$ cat src/hw/rtl/cacfar_pkg.sv
`default_nettype none
// ----------------------------------------------------------------------------
// cacfar_pkg: shared types and constants of the cell-averaging CFAR detector
// Field widths, register indexes and reset values, and the command word that
// the controller hands to the datapath.
// ----------------------------------------------------------------------------
package cacfar_pkg;

   localparam int SAMPLE_W     = 16;
   localparam int CELL_INDEX_W = 6;
   localparam int TRAIN_W      = 5;
   localparam int GUARD_W      = 4;
   localparam int GAIN_W       = 16;
   localparam int GAIN_FRAC_W  = 12;
   localparam int CSR_INDEX_W  = 2;
   localparam int CSR_DATA_W   = 16;

   localparam logic [CSR_INDEX_W-1:0] CSR_TRAINING = 2'd0;
   localparam logic [CSR_INDEX_W-1:0] CSR_GUARD    = 2'd1;
   localparam logic [CSR_INDEX_W-1:0] CSR_GAIN     = 2'd2;

   localparam logic [TRAIN_W-1:0]        TRAINING_RESET = 5'd10;
   localparam logic [GUARD_W-1:0]        GUARD_RESET    = 4'd0;
   localparam logic signed [GAIN_W-1:0]  GAIN_RESET     = 16'sd1143;

   // 1.0 in Q8.8, one bit wider than a sample so that noise + 1.0 cannot wrap
   localparam logic [SAMPLE_W:0] ONE_Q88 = 17'd256;

   typedef enum logic [1:0] {
      OP_NONE = 2'd0,
      OP_ADD  = 2'd1,
      OP_SUB  = 2'd2
   } acc_op_type;

   typedef struct packed {
      logic                    wr_en;
      logic                    acc_clear;
      acc_op_type              op_a;
      acc_op_type              op_b;
      logic                    launch;
      logic                    short_frame;
      logic                    last_cell;
      logic [CELL_INDEX_W-1:0] cell_index;
   } cfar_cmd_type;

endpackage
`default_nettype wire

$ cat src/hw/rtl/cacfar_ctrl.sv
`default_nettype none
// ----------------------------------------------------------------------------
// cacfar_ctrl: frame sequencer of the CFAR detector
// Counts the samples of a frame in, then walks the cells, issuing two memory
// reads per cycle with the operation that the datapath applies to each.
// ----------------------------------------------------------------------------
module cacfar_ctrl import cacfar_pkg::*; #(
   parameter int FRAME_CAPACITY = 64,
   parameter int MAX_TRAINING   = 16,
   parameter int MAX_GUARD      = 8,
   localparam int ADDR_W = $clog2(FRAME_CAPACITY)
) (
   input  wire logic               clock,
   input  wire logic               reset,
   input  wire logic               start,
   input  wire logic               req_frame_end,
   input  wire logic [TRAIN_W-1:0] train_eff,
   input  wire logic [GUARD_W-1:0] guard_eff,
   input  wire logic               frame_done,
   output logic                    busy,
   output cfar_cmd_type            cmd,
   output logic [ADDR_W-1:0]       wr_addr,
   output logic [ADDR_W-1:0]       rd_addr_a,
   output logic [ADDR_W-1:0]       rd_addr_b
);

   localparam int CNT_W = $clog2(FRAME_CAPACITY + 1);
   localparam int PAD_W = TRAIN_W + 1;
   localparam int POS_W = $clog2(2 * FRAME_CAPACITY + MAX_TRAINING + MAX_GUARD + 2) + 1;

   localparam logic signed [POS_W-1:0] POS_ONE = POS_W'(1);
   localparam logic signed [POS_W-1:0] POS_TWO = POS_W'(2);

   localparam logic [2:0] ST_IDLE   = 3'd0;
   localparam logic [2:0] ST_INIT   = 3'd1;
   localparam logic [2:0] ST_CELL_A = 3'd2;
   localparam logic [2:0] ST_CELL_B = 3'd3;
   localparam logic [2:0] ST_CELL_C = 3'd4;
   localparam logic [2:0] ST_DRAIN  = 3'd5;

   logic [2:0]         state_ff, state_in;
   logic [CNT_W-1:0]   count_ff, count_in;
   logic [CNT_W-1:0]   n_ff, n_in;
   logic [ADDR_W-1:0]  cell_ff, cell_in;
   logic [PAD_W-1:0]   dist_ff, dist_in;
   logic [PAD_W-1:0]   pad_ff, pad_in;
   logic [GUARD_W-1:0] guard_ff, guard_in;
   logic               short_ff, short_in;

   logic               accept;
   logic               room;
   logic [CNT_W-1:0]   count_after;
   logic [PAD_W-1:0]   pad_now;
   logic               short_now;
   logic               cell_last;

   logic signed [POS_W-1:0] cell_pos, n_pos, pad_pos, guard_pos, dist_pos;

   // Reflects a position about the frame edges without repeating the edge
   // sample. Only called for frames long enough that one reflection lands
   // inside the frame.
   function automatic logic [ADDR_W-1:0] mirror(input logic signed [POS_W-1:0] p,
                                                 input logic signed [POS_W-1:0] n);
      logic signed [POS_W-1:0] q;
      begin
         q = (p < 0) ? -p : p;
         if (q >= n) begin
            q = n + n - POS_TWO - q;
         end
         return q[ADDR_W-1:0];
      end
   endfunction

   assign busy        = (state_ff != ST_IDLE);
   assign accept      = start & ~busy;
   assign room        = (count_ff < CNT_W'(FRAME_CAPACITY));
   assign count_after = room ? (count_ff + CNT_W'(1)) : count_ff;
   assign pad_now     = PAD_W'(train_eff) + PAD_W'(guard_eff);
   assign short_now   = (POS_W'(count_after) < (POS_W'(pad_now) + POS_W'(2)));
   assign cell_last   = ((CNT_W'(cell_ff) + CNT_W'(1)) == n_ff);

   assign cell_pos  = $signed(POS_W'(cell_ff));
   assign n_pos     = $signed(POS_W'(n_ff));
   assign pad_pos   = $signed(POS_W'(pad_ff));
   assign guard_pos = $signed(POS_W'(guard_ff));
   assign dist_pos  = $signed(POS_W'(dist_ff));

   assign wr_addr = count_ff[ADDR_W-1:0];

   always_comb begin
      state_in  = state_ff;
      count_in  = count_ff;
      n_in      = n_ff;
      cell_in   = cell_ff;
      dist_in   = dist_ff;
      pad_in    = pad_ff;
      guard_in  = guard_ff;
      short_in  = short_ff;
      cmd       = '0;
      cmd.op_a  = OP_NONE;
      cmd.op_b  = OP_NONE;
      rd_addr_a = '0;
      rd_addr_b = '0;

      unique case (state_ff)
         ST_IDLE: begin
            if (accept) begin
               cmd.wr_en = room;
               count_in  = count_after;
               if (req_frame_end) begin
                  count_in = '0;
                  n_in     = count_after;
                  pad_in   = pad_now;
                  guard_in = guard_eff;
                  short_in = short_now;
                  cell_in  = '0;
                  dist_in  = PAD_W'(guard_eff) + PAD_W'(1);
                  state_in = short_now ? ST_CELL_A : ST_INIT;
               end
            end
         end
         ST_INIT: begin
            // Window of cell 0: both sides, the left one reflected.
            rd_addr_a     = mirror(-dist_pos, n_pos);
            rd_addr_b     = mirror(dist_pos, n_pos);
            cmd.op_a      = OP_ADD;
            cmd.op_b      = OP_ADD;
            cmd.acc_clear = (dist_ff == (PAD_W'(guard_ff) + PAD_W'(1)));
            if (dist_ff == pad_ff) begin
               state_in = ST_CELL_A;
            end else begin
               dist_in = dist_ff + PAD_W'(1);
            end
         end
         ST_CELL_A: begin
            // Fetch the cell under test and hand its sum on, then start
            // sliding: drop the far left training cell.
            rd_addr_a       = cell_ff;
            cmd.launch      = 1'b1;
            cmd.short_frame = short_ff;
            cmd.last_cell   = cell_last;
            cmd.cell_index  = CELL_INDEX_W'(cell_ff);
            if (!short_ff) begin
               rd_addr_b = mirror(cell_pos - pad_pos, n_pos);
               cmd.op_b  = OP_SUB;
            end
            if (cell_last) begin
               state_in = ST_DRAIN;
            end else if (short_ff) begin
               cell_in = cell_ff + ADDR_W'(1);
            end else begin
               state_in = ST_CELL_B;
            end
         end
         ST_CELL_B: begin
            rd_addr_a = mirror(cell_pos - guard_pos, n_pos);
            rd_addr_b = mirror(cell_pos + guard_pos + POS_ONE, n_pos);
            cmd.op_a  = OP_ADD;
            cmd.op_b  = OP_SUB;
            state_in  = ST_CELL_C;
         end
         ST_CELL_C: begin
            rd_addr_a = mirror(cell_pos + pad_pos + POS_ONE, n_pos);
            cmd.op_a  = OP_ADD;
            cell_in   = cell_ff + ADDR_W'(1);
            state_in  = ST_CELL_A;
         end
         ST_DRAIN: begin
            if (frame_done) begin
               state_in = ST_IDLE;
            end
         end
         default: begin
            state_in = ST_IDLE;
         end
      endcase
   end

   always_ff @(posedge clock) begin
      if (reset) begin
         state_ff <= ST_IDLE;
         count_ff <= '0;
      end else begin
         state_ff <= state_in;
         count_ff <= count_in;
      end
   end

   always_ff @(posedge clock) begin
      n_ff     <= n_in;
      cell_ff  <= cell_in;
      dist_ff  <= dist_in;
      pad_ff   <= pad_in;
      guard_ff <= guard_in;
      short_ff <= short_in;
   end

endmodule
`default_nettype wire

$ cat src/hw/rtl/cacfar_datapath.sv
`default_nettype none
// ----------------------------------------------------------------------------
// cacfar_datapath: sample memory, running window sum and threshold pipeline
// Applies the controller's read commands to a running noise sum and turns
// each launched cell into one result through a four-stage pipeline.
// ----------------------------------------------------------------------------
module cacfar_datapath import cacfar_pkg::*; #(
   parameter int FRAME_CAPACITY = 64,
   parameter int MAX_TRAINING   = 16,
   localparam int ADDR_W = $clog2(FRAME_CAPACITY)
) (
   input  wire logic                     clock,
   input  wire logic                     reset,
   input  wire cfar_cmd_type             cmd,
   input  wire logic [ADDR_W-1:0]        wr_addr,
   input  wire logic [ADDR_W-1:0]        rd_addr_a,
   input  wire logic [ADDR_W-1:0]        rd_addr_b,
   input  wire logic [SAMPLE_W-1:0]      wr_data,
   input  wire logic [TRAIN_W-1:0]       train_eff,
   input  wire logic signed [GAIN_W-1:0] gain,
   output logic                          rsp_valid,
   output logic [CELL_INDEX_W-1:0]       rsp_cell_index,
   output logic                          rsp_detected,
   output logic [SAMPLE_W-1:0]           rsp_noise_estimate,
   output logic                          rsp_short_frame,
   output logic                          rsp_last_cell,
   output logic                          frame_done
);

   localparam int SUM_W   = SAMPLE_W + $clog2(2 * MAX_TRAINING);
   localparam int X_W     = SUM_W - 1;
   localparam int RECIP_W = X_W + 1;
   localparam int PROD_W  = X_W + RECIP_W;
   localparam int QT_W    = SAMPLE_W + TRAIN_W;
   localparam int THR_W   = SAMPLE_W + 2 + GAIN_W;

   typedef struct packed {
      logic [CELL_INDEX_W-1:0] cell_index;
      logic                    short_frame;
      logic                    last_cell;
   } tag_type;

   logic [SAMPLE_W-1:0] mem [FRAME_CAPACITY];
   logic [SAMPLE_W-1:0] dout_a_ff, dout_b_ff;
   cfar_cmd_type        cmd1_ff;

   logic [SUM_W-1:0]    acc_ff, acc_in;
   logic [SUM_W-1:0]    term_a, term_b;

   logic [RECIP_W-1:0]  recip_table [0:MAX_TRAINING];
   logic [RECIP_W-1:0]  recip_ff;

   logic                v1_ff, v2_ff, v3_ff;
   tag_type             tag1_ff, tag2_ff, tag3_ff;
   logic [X_W-1:0]      x1_ff, x2_ff;
   logic [SAMPLE_W-1:0] samp1_ff, samp2_ff, samp3_ff;
   logic [PROD_W-1:0]   prod;
   logic [SAMPLE_W-1:0] q0_ff;
   logic [QT_W-1:0]     qt;
   logic [X_W-1:0]      rem;
   logic                fix;
   logic [SAMPLE_W-1:0] noise3_ff;

   logic signed [THR_W-1:0] thr;
   logic signed [THR_W-1:0] lhs;
   logic                    hit;

   logic                    rsp_valid_ff;
   tag_type                 rsp_tag_ff;
   logic                    rsp_detected_ff;
   logic [SAMPLE_W-1:0]     rsp_noise_ff;

   // Sample memory: one write port, two registered read ports.
   always_ff @(posedge clock) begin
      if (cmd.wr_en) begin
         mem[wr_addr] <= wr_data;
      end
      dout_a_ff <= mem[rd_addr_a];
      dout_b_ff <= mem[rd_addr_b];
   end

   always_ff @(posedge clock) begin
      if (reset) begin
         cmd1_ff <= '0;
      end else begin
         cmd1_ff <= cmd;
      end
   end

   assign term_a = SUM_W'(dout_a_ff);
   assign term_b = SUM_W'(dout_b_ff);

   always_comb begin
      acc_in = cmd1_ff.acc_clear ? '0 : acc_ff;
      case (cmd1_ff.op_a)
         OP_ADD:  acc_in = acc_in + term_a;
         OP_SUB:  acc_in = acc_in - term_a;
         default: acc_in = acc_in;
      endcase
      case (cmd1_ff.op_b)
         OP_ADD:  acc_in = acc_in + term_b;
         OP_SUB:  acc_in = acc_in - term_b;
         default: acc_in = acc_in;
      endcase
   end

   always_ff @(posedge clock) begin
      acc_ff <= acc_in;
   end

   // Reciprocals of the training count, scaled by 2^X_W. The quotient of
   // sum/2 by the training count then comes out at most one short.
   assign recip_table[0] = '0;
   for (genvar Tdiv = 1; Tdiv <= MAX_TRAINING; Tdiv++) begin : g_recip
      assign recip_table[Tdiv] = RECIP_W'((64'd1 << X_W) / Tdiv);
   end

   always_ff @(posedge clock) begin
      recip_ff <= recip_table[train_eff];
   end

   assign prod = PROD_W'(x1_ff) * PROD_W'(recip_ff);
   assign qt   = QT_W'(q0_ff) * QT_W'(train_eff);
   assign rem  = x2_ff - X_W'(qt);
   assign fix  = (rem >= X_W'(train_eff));

   assign thr = $signed({1'b0, ONE_Q88 + (SAMPLE_W + 1)'(noise3_ff)}) * gain;
   assign lhs = $signed(THR_W'({samp3_ff, GAIN_FRAC_W'(0)}));
   assign hit = (lhs > thr);

   always_ff @(posedge clock) begin
      if (reset) begin
         v1_ff        <= 1'b0;
         v2_ff        <= 1'b0;
         v3_ff        <= 1'b0;
         rsp_valid_ff <= 1'b0;
      end else begin
         v1_ff        <= cmd1_ff.launch;
         v2_ff        <= v1_ff;
         v3_ff        <= v2_ff;
         rsp_valid_ff <= v3_ff;
      end
   end

   always_ff @(posedge clock) begin
      // The sum is halved here so that the divide is by the training count.
      tag1_ff  <= '{cmd1_ff.cell_index, cmd1_ff.short_frame, cmd1_ff.last_cell};
      x1_ff    <= acc_ff[SUM_W-1:1];
      samp1_ff <= dout_a_ff;

      tag2_ff  <= tag1_ff;
      x2_ff    <= x1_ff;
      samp2_ff <= samp1_ff;
      q0_ff    <= prod[X_W +: SAMPLE_W];

      tag3_ff   <= tag2_ff;
      samp3_ff  <= samp2_ff;
      noise3_ff <= q0_ff + SAMPLE_W'(fix);

      rsp_tag_ff      <= tag3_ff;
      rsp_detected_ff <= hit & ~tag3_ff.short_frame;
      rsp_noise_ff    <= tag3_ff.short_frame ? '0 : noise3_ff;
   end

   assign rsp_valid          = rsp_valid_ff;
   assign rsp_cell_index     = rsp_tag_ff.cell_index;
   assign rsp_detected       = rsp_detected_ff;
   assign rsp_noise_estimate = rsp_noise_ff;
   assign rsp_short_frame    = rsp_tag_ff.short_frame;
   assign rsp_last_cell      = rsp_tag_ff.last_cell;
   assign frame_done         = rsp_valid_ff & rsp_tag_ff.last_cell;

endmodule
`default_nettype wire

$ cat src/hw/rtl/ca_cfar_detector.sv
`default_nettype none
// ----------------------------------------------------------------------------
// ca_cfar_detector: cell-averaging CFAR detector over one frame of samples
// Loads a frame of Q8.8 magnitudes, then reports per cell the truncated mean
// of the training cells and whether the cell exceeds (noise + 1.0) * gain.
//
//   Channel   Handshake                 Payload
//   request   start in, busy out        req_sample, req_frame_end
//   result    rsp_valid strobe out      rsp_cell_index, rsp_detected,
//                                       rsp_noise_estimate, rsp_short_frame,
//                                       rsp_last_cell
//   csr       csr_write_enable in       csr_index, csr_write_data
//
// A request is taken on every cycle while busy is low, so samples load one
// per cycle. The request that closes the frame raises busy; unless the frame
// is short, the initial window sum (T training cells per side) is built
// first, then each cell goes through the states ST_CELL_A to ST_CELL_C, set
// by the two read ports of the sample memory and the five reads per cell.
// A short frame gives one result per cycle. Results trail the read schedule;
// busy stays high through the last result. Reset is synchronous and clears
// the control state and registers; the sample memory is not cleared. The
// receiver cannot hold results off: each one is on the ports for one cycle.
// ----------------------------------------------------------------------------
module ca_cfar_detector import cacfar_pkg::*; #(
   parameter int FRAME_CAPACITY = 64,
   parameter int MAX_TRAINING   = 16,
   parameter int MAX_GUARD      = 8
) (
   input  wire logic                    clock,
   input  wire logic                    reset,
   input  wire logic                    start,
   output logic                         busy,
   input  wire logic [SAMPLE_W-1:0]     req_sample,
   input  wire logic                    req_frame_end,
   input  wire logic                    csr_write_enable,
   input  wire logic [CSR_INDEX_W-1:0]  csr_index,
   input  wire logic [CSR_DATA_W-1:0]   csr_write_data,
   output logic                         rsp_valid,
   output logic [CELL_INDEX_W-1:0]      rsp_cell_index,
   output logic                         rsp_detected,
   output logic [SAMPLE_W-1:0]          rsp_noise_estimate,
   output logic                         rsp_short_frame,
   output logic                         rsp_last_cell
);

   localparam int ADDR_W = $clog2(FRAME_CAPACITY);

   logic [TRAIN_W-1:0]        training_ff, training_in;
   logic [GUARD_W-1:0]        guard_ff, guard_in;
   logic signed [GAIN_W-1:0]  gain_ff, gain_in;

   logic [TRAIN_W-1:0]        train_eff;
   logic [GUARD_W-1:0]        guard_eff;

   cfar_cmd_type              cmd;
   logic [ADDR_W-1:0]         wr_addr, rd_addr_a, rd_addr_b;
   logic                      frame_done;

   // Register writes. An index beyond the three registers is dropped.
   always_comb begin
      training_in = training_ff;
      guard_in    = guard_ff;
      gain_in     = gain_ff;
      if (csr_write_enable) begin
         unique case (csr_index)
            CSR_TRAINING: training_in = csr_write_data[TRAIN_W-1:0];
            CSR_GUARD:    guard_in    = csr_write_data[GUARD_W-1:0];
            CSR_GAIN:     gain_in     = $signed(csr_write_data[GAIN_W-1:0]);
            default:      training_in = training_ff;
         endcase
      end
   end

   always_ff @(posedge clock) begin
      if (reset) begin
         training_ff <= TRAINING_RESET;
         guard_ff    <= GUARD_RESET;
         gain_ff     <= GAIN_RESET;
      end else begin
         training_ff <= training_in;
         guard_ff    <= guard_in;
         gain_ff     <= gain_in;
      end
   end

   // A training count of zero counts as one; both counts saturate at the
   // largest window that the hardware is sized for.
   always_comb begin
      if (training_ff == '0) begin
         train_eff = TRAIN_W'(1);
      end else if (training_ff > TRAIN_W'(MAX_TRAINING)) begin
         train_eff = TRAIN_W'(MAX_TRAINING);
      end else begin
         train_eff = training_ff;
      end
      guard_eff = (guard_ff > GUARD_W'(MAX_GUARD)) ? GUARD_W'(MAX_GUARD) : guard_ff;
   end

   cacfar_ctrl #(
      .FRAME_CAPACITY (FRAME_CAPACITY),
      .MAX_TRAINING   (MAX_TRAINING),
      .MAX_GUARD      (MAX_GUARD)
   ) u_ctrl (
      .clock         (clock),
      .reset         (reset),
      .start         (start),
      .req_frame_end (req_frame_end),
      .train_eff     (train_eff),
      .guard_eff     (guard_eff),
      .frame_done    (frame_done),
      .busy          (busy),
      .cmd           (cmd),
      .wr_addr       (wr_addr),
      .rd_addr_a     (rd_addr_a),
      .rd_addr_b     (rd_addr_b)
   );

   cacfar_datapath #(
      .FRAME_CAPACITY (FRAME_CAPACITY),
      .MAX_TRAINING   (MAX_TRAINING)
   ) u_datapath (
      .clock              (clock),
      .reset              (reset),
      .cmd                (cmd),
      .wr_addr            (wr_addr),
      .rd_addr_a          (rd_addr_a),
      .rd_addr_b          (rd_addr_b),
      .wr_data            (req_sample),
      .train_eff          (train_eff),
      .gain               (gain_ff),
      .rsp_valid          (rsp_valid),
      .rsp_cell_index     (rsp_cell_index),
      .rsp_detected       (rsp_detected),
      .rsp_noise_estimate (rsp_noise_estimate),
      .rsp_short_frame    (rsp_short_frame),
      .rsp_last_cell      (rsp_last_cell),
      .frame_done         (frame_done)
   );

`ifndef ASSERT_OFF
   // Results only appear while a frame is being worked on.
   a_rsp_while_busy: assert property (@(posedge clock) disable iff (reset)
      rsp_valid |-> busy)
      else $error("result strobe outside a frame");

   // The last cell closes the frame: nothing follows it directly.
   a_nothing_after_last: assert property (@(posedge clock) disable iff (reset)
      rsp_valid && rsp_last_cell |=> !rsp_valid)
      else $error("result after the last cell of a frame");

   // A short frame never detects and reports no noise.
   a_short_quiet: assert property (@(posedge clock) disable iff (reset)
      rsp_valid && rsp_short_frame |-> !rsp_detected && (rsp_noise_estimate == '0))
      else $error("short frame result carries a detection or noise");

   // The request that ends a frame puts the block to work.
   a_close_sets_busy: assert property (@(posedge clock) disable iff (reset)
      start && !busy && req_frame_end |=> busy)
      else $error("frame close did not raise busy");
`endif

endmodule
`default_nettype wire

$ cat config.mk
export PLATFORM = sky130hd
export DESIGN_NAME = ca_cfar_detector
export DESIGN_NICKNAME = d
export VERILOG_FILES = /design/src/hw/rtl/cacfar_pkg.sv /design/src/hw/rtl/cacfar_ctrl.sv /design/src/hw/rtl/cacfar_datapath.sv /design/src/hw/rtl/ca_cfar_detector.sv
export SDC_FILE = /design/constraint.sdc
export NUM_CORES = 2
export LEC_CHECK = 0
export ABC_AREA = 1
export BUFFER_PORTS_ARGS = -buffer_cell sky130_fd_sc_hd__buf_2
export CAP_MARGIN = 25
export CORE_MARGIN = 2
export CORE_UTILIZATION = 47
export CTS_CLUSTER_SIZE = 40
export DETAILED_ROUTE_END_ITERATION = 16
export PLACE_DENSITY = 0.65
export RECOVER_POWER = 25
export SETUP_SLACK_MARGIN = 0.05
export SYNTH_ARGS = -nofsm -noshare
export SYNTH_HDL_FRONTEND = slang
export SYNTH_SLANG_ARGS = --single-unit
$ cat constraint.sdc
create_clock -name clock -period 9.7 [get_ports clock]
set_input_delay 0.97 -clock clock [delete_from_list [all_inputs] [get_ports clock]]
set_output_delay 0.97 -clock clock [all_outputs]
set_load 0.02 [all_outputs]
Word level (Yosys, flattened, before mapping)
Memories as Yosys holds them, arrays and structs flattened. A register that Yosys moved wholly into a read port is not among the register bits. Index checks and enable logic that the tools add are counted.

Flip-flop bits (word level): 273. Bits in writable memories: 1024. Memory bits (read-only): 672. Input bits: 39. Word-level logic and storage cells: 197. Memories kept: 2.

Memory list: u_datapath.mem (depth 64, bits a word 16, read ports 2, clocked after Yosys merged registers in 2, write ports 1, RTL line cacfar_datapath.sv:43) `logic [SAMPLE_W-1:0] mem [FRAME_CAPACITY];`; (name not given) (depth 32, bits a word 21, read ports 1, clocked after Yosys merged registers in 1, write ports 0, RTL line cacfar_datapath.sv:119) `recip_ff <= recip_table[train_eff];`.

$add $sub $neg: 35. Multiply operators: 3. Order comparisons: 18. Equality and inequality tests: 22. Multiplexer cells: 48. Bitwise logic cells: 8. Reduce and logical (&&, ||, !) cells: 17.

Operators with widths (count): $mux W6 (14); $pmux W21 S2 (2); $mux W9 (7); $ge A9 B8 Y1 (6); $add A21 B16 Y21 (2); $sub A21 B16 Y21 (2); $mul A20 B21 Y36 (1); $pmux W6 S3 (2); $sub A6 B6 Y6 (6); $gt A29 B34 Y1 (1); $mul A18 B16 Y34 (1); $lt A9 B1 Y1 const B (3); $neg A9 Y9 (3); $pmux W6 S4 (1); $mux W21 (1); $ge A20 B5 Y1 (1); $mul A16 B5 Y20 (1); $sub A20 B20 Y20 (1); $mux W3 (6); $neg A7 Y9 (2); $pmux W3 S6 (1); $add A9 B16 Y17 const A (1); $add A16 B1 Y16 (1); $add A7 B1 Y8 const B (2); 50 further kinds (83).

Depth between registers and ports, before layout
Depth in word-level cells: 10. Depth in mapped cells: 41. Mapped depth without buffers: 39.

Hierarchy
Synthesis repeated with hierarchy kept, for this count alone.

Cells, all modules: 10624. Area, all modules: 92921.6 µm².

Modules (own cells, without submodules): cacfar_datapath (times used 1, cells an instance 9474, area each 85179.2 µm², sequential area each 35934.5 µm²); cacfar_ctrl (times used 1, cells an instance 989, area each 6651.4 µm², sequential area each 1101.1 µm²); ca_cfar_detector (times used 1, cells an instance 161, area each 1091.0 µm², sequential area each 500.5 µm²).

Worst setup path after synthesis
No wires, ideal clock.

Path kind: flip-flop to flip-flop. From: register u_datapath.noise3_ff[8]. To: register u_datapath.rsp_detected_ff, in the netlist u_datapath.rsp_detected. Library setup time: 0.128 ns. Arrival time: 7.431 ns. Slack: 2.141 ns. Stages on the path, launching flop included: 41. Buffers on the path: 2. Cells stage by stage: dfxtp_1 clkbuf_1 clkinv_1 nor3_1 nand2_1 nand2_1 clkbuf_1 nor2_1 fa_1 inv_1 fa_1 fa_1 inv_1 fa_1 fa_1 inv_1 fa_1 inv_1 (+5 left out) nand3_1 nand3_1 a21boi_0 a21boi_0 o21ai_0 xnor2_1 ha_1 nand2_1 nor3_1 nand2_1 nor2_1 nand4_1 nor2_1 nand4_1 nand3_1 nor2_1 nand4_1 a21oi_1.

Word-level cells in the longest chain between the ends: 4.

RTL lines: start: declaration (RTL line cacfar_datapath.sv:62) `logic [SAMPLE_W-1:0] noise3_ff;`; start signal: assignment (RTL line cacfar_datapath.sv:158) `noise3_ff <= q0_ff + SAMPLE_W'(fix);`; $add A9 B16 Y17 (RTL line cacfar_datapath.sv:127) `assign thr = $signed({1'b0, ONE_Q88 + (SAMPLE_W + 1)'(noise3_ff)}) * gain;`; $mul A18 B16 Y34 (RTL line cacfar_datapath.sv:127); $gt A29 B34 Y1 (RTL line cacfar_datapath.sv:129) `assign hit = (lhs > thr);`; $and A1 B1 Y1 (RTL line cacfar_datapath.sv:161) `rsp_detected_ff <= hit & ~tag3_ff.short_frame;`; end signal: assignment (RTL line cacfar_datapath.sv:161); end: declaration (RTL line cacfar_datapath.sv:70) `logic rsp_detected_ff;`.

Every way passes these cells. A chain may end at the register's enable or synchronous reset.

Final worst setup path
Same ends and word-level chain as after synthesis.

==> Implementation_results.wiki <==
{| class="wikitable"
! Metric !! Value
|-
| Outcome || finished with violations
|-
| Failing checks || max-capacitance violations, max-slew violations
|-
| Total of cells resized after clock tree synthesis || 0
|-
| Critical path required time || 10.31 ns
|-
| Global-route wire length before repair || 468,000 um
|-
| Detailed-route via count || 80.6k
|-
| HP Start || u_datapath.tag2_ff[1]$_DFF_P_
|-
| Max frequency || 116 MHz
|-
| Yosys reg bits || 1,347
|-
| Maximum clock skew at final layout || 0.0587 ns
|-
| Largest stage delay, worst path || 0.53 ns
|-
| Number of placement rows || 165
|-
| Layout Nets || 12.4k
|-
| Sequential fraction of the synthesis area || 39.1%
|-
| Relative max-transition margin || -174%
|-
| Crit Reg-Reg Startpoint || u_datapath.noise3_ff[8]$_DFF_P_
|-
| Primary FF master, synth || edfxtp_1
|-
| Detailed router's first-iteration violation count || 10.5k
|-
| R2r endpoint || u_datapath.rsp_detected$_DFF_P_
|-
| Overall die area || 0.208 sq mm
|-
| Post-detailed-route wirelength per cell || 21.9 um
|-
| Sum of net half-perimeters after detailed placement || 202,000 um
|-
| DRC || 0
|-
| Global routing usage summed across all routing layers || 29.2%
|-
| Critical Path Source Type || register
|-
| Synthesis warning total || 0
|-
| Library cell appearing most often on the critical path || fa_1
|-
| Type of destination of the critical path || register
|-
| Type of the setup path with the least slack || register to register
|-
| Most used cells in the layout excluding fill and tap cells || 2,610 x nand2_1, 1,832 x inv_1, 1,054 x edfxtp_1, 1,024 x nand3_1, 888 x nor2_1
|-
| Routed wire length || 310,000 um
|-
| Total I/O pin count || 66
|-
| TritonCTS clock tree || yes
|-
| Layout overhead on the synthesized area || 7.87%
|-
| Cell at the root of the clock tree || clkbuf_16
|-
| Clock edge transition at the registers on the reported setup and hold paths || 0.06 ns
|-
| CTS buffer count || 154
|-
| Net count of the mapped netlist || 12.7k
|-
| Total global routing overflow || 0
|-
| Port bufs || 65
|-
| Count of hold buffers inserted by post-cts repair || 0
|-
| Routability Congestion || 0.951
|-
| H-Tree Depth || 4
|-
| Post-synthesis average cell area || 8.27 sq um
|-
| Maximum number of pins on one net before global-route repair || 218
|-
| DRT antenna net count || 0
|-
| Die outline height || 456 um
|-
| Cells on Worst Hold Path || 0
|-
| Accumulated negative setup slack || 0 ns
|-
| Die width || 456 um
|-
| # clock sinks || 1,347
|-
| Floorplan core area || 0.203 sq mm
|-
| Share of layout cells above drive strength 1 || 4.73%
|-
| Max stage delay cell, worst path || fa_1
|-
| Top cell type's share of synthesized area || 33.0%
|-
| Final worst path period need || 8.59 ns
|-
| Clock insertion delay at the later pin of the skew report || 0.84 ns
|-
| Worst hold endpoint || u_datapath.tag3_ff[1]$_DFF_P_
|-
| Detailed Routing Iterations Pass 1 || 6
|-
| Number of instances in the synthesized netlist || 11.6k
|-
| Number of cells on the worst reg-to-reg path || 36
|-
| Most common cell after layout, fill and taps aside || nand2_1
|-
| Final Max Tran Viols || 1,084
|-
| Final setup violation count || 0
|-
| RSZ-0062 raised after global routing || false
|-
| Final worst path period share || 88.5%
|-
| Library cells used by synthesis || 64
|-
| Arrival time of the worst setup path || 9.20 ns
|-
| Hold violation count in the final report || 0
|-
| Largest fanout on the critical path || 10
|-
| Maximum count of clock buffers along a single path || 3
|-
| Number of antenna violations at the first check in global routing || 6
|-
| Area of the mapped netlist || 0.0959 sq mm
|-
| Post-CTS repair timing setup buffer count || 0
|-
| Slew at the pin with the worst max-slew slack || 4.11 ns
|-
| Synth top area cells || edfxtp_1 33%, fa_1 13%, nand2_1 10%, inv_1 7.2%, dfxtp_1 6.1%
|-
| Number of synthesized flops with an enable pin || 1,054
|-
| Cell type with the largest total area after synthesis || edfxtp_1
|-
| Initial cell density of the core || 47.3%
|-
| Vias in the first global route || 77.2k
|-
| Worst min-delay path category || register to register
|-
| Max-cap violations || 20
|-
| Routed via count divided by cell count || 5.69
|-
| R2r setup slk || 1.11 ns
|-
| Share of synthesized flip-flops with an asynchronous set or reset || 0%
|}
layer usage:
metal	vias up	wire (um)	global-route usage [%]
met4	4	14600	12.6
met5	-	41	0
met3	797	32100	5.14
met2	4356	140000	46.2
met1	38500	124000	39.5
li1	36900	-	-
cells by family (layout without fill, tap and decap cells):
family | count (synthesis) | after routing | share of synthesized area (%)
adder cells (fa/ha/maj) | 1048 | 1048 | 18.4
XOR/XNOR | 183 | 183 | 1.69
buffers and inverters | 2523 | 2417 | 10.6
other | 2 | 4 | 0.00783
multiplexers | 1 | 1 | 0.0104
flip-flops | 1347 | 1347 | 39.1
AND/OR/NAND/NOR | 4931 | 4931 | 21.7
AO/OA/AOI/OAI | 1553 | 1553 | 8.42
worst max-delay path by stage:
stage | from | endpoint | slack, ns | cells past startpoint
2_1_floorplan | u_datapath.noise3_ff[8]$_DFF_P_ | u_datapath.rsp_detected$_DFF_P_ | 2.14 | 40
3_3_place_gp | u_datapath.noise3_ff[8]$_DFF_P_ | u_datapath.rsp_detected$_DFF_P_ | 1.27 | 36
3_5_place_dp | u_datapath.noise3_ff[8]$_DFF_P_ | u_datapath.rsp_detected$_DFF_P_ | 1.12 | 36
4_1_cts | u_datapath.noise3_ff[8]$_DFF_P_ | u_datapath.rsp_detected$_DFF_P_ | 1.05 | 36
5_1_grt | u_datapath.noise3_ff[8]$_DFF_P_ | u_datapath.rsp_detected$_DFF_P_ | 0.54 | 36
6_report | u_datapath.noise3_ff[8]$_DFF_P_ | u_datapath.rsp_detected$_DFF_P_ | 1.11 | 36
layout make-up:
cell class | instances | area [sq um]
clock buffer | 192 | 4120
antenna | 2 | 5.00
fill | 19000 | 99100
clock inverter | 94 | 1070
multi-input combinational | 7718 | 48400
tap | 2672 | 3340
sequential | 1347 | 37500
timing repair buffer | 267 | 1970
inverter | 1864 | 7000
cells in the mapped netlist (7+ instances only):
master and number:
buf_6 27, o21bai_1 17, clkinv_1 16, o22ai_1 9, buf_4 20, buf_1 35, o21a_1 7, a31oi_1 17
o21ai_0 543, nand2_1 2611, clkbuf_1 282, buf_2 295, nor2_1 898, nand3_1 1030, nor3_1 34, or2_2 12
nand4_1 296, a21boi_0 11, o21ai_1 145, nor4_1 12, edfxtp_1 1054, a21oi_1 743, ha_1 440, inv_2 14
xnor2_1 66, dfxtp_1 293, fa_1 608, xor2_1 115, o211ai_1 24, a21o_1 12, inv_1 1832
stage by stage:
| step | instances | utilization, % | area [sq um] | hold slack, ns | worst slack (ns) |
|---|---|---|---|---|---|
| after floorplan | 11600 | - | 95900 | 0.310 | 2.14 |
| after global placement | 13900 | 48.5 | 98300 | 0.311 | 1.27 |
| after detailed placement | 13900 | 48.5 | 98300 | 0.312 | 1.12 |
| after CTS | 14200 | 51.1 | 103000 | 0.310 | 1.05 |
| after global routing | 14200 | 51.1 | 103000 | 0.321 | 0.545 |
| final | 14200 | 51.1 | 103000 | 0.305 | 1.11 |
worst max-delay path: cells and delay by family (launching register included):
| family | cells | cell delay [ns] |
|---|---|---|
| flip-flops | 1 | 0.32 |
| buffers and inverters | 5 | 0.80 |
| AO/OA/AOI/OAI | 5 | 1.15 |
| XOR/XNOR | 1 | 0.18 |
| adder cells (fa/ha/maj) | 9 | 3.86 |
| AND/OR/NAND/NOR | 16 | 2.09 |
registers in the layout, indices dropped and copies added, names as in the netlist, 13 cells and up:
signal                         count
u_datapath.q0_ff                  16
u_datapath.acc_ff                 21
u_datapath.samp2_ff               16
u_datapath.cmd1_ff                13
u_datapath.rsp_noise_estimate     16
gain_ff                           16
u_datapath.noise3_ff              16
u_datapath.dout_b_ff              16
u_datapath.samp3_ff               16
u_datapath.x1_ff                  20
u_datapath.mem                  1024
u_datapath.samp1_ff               16
u_datapath.x2_ff                  20
u_datapath.recip_ff               19
u_datapath.dout_a_ff              16
Power is not shown: default switching activity piles up to over one toggle a cycle in this logic, so the estimate is an artifact.
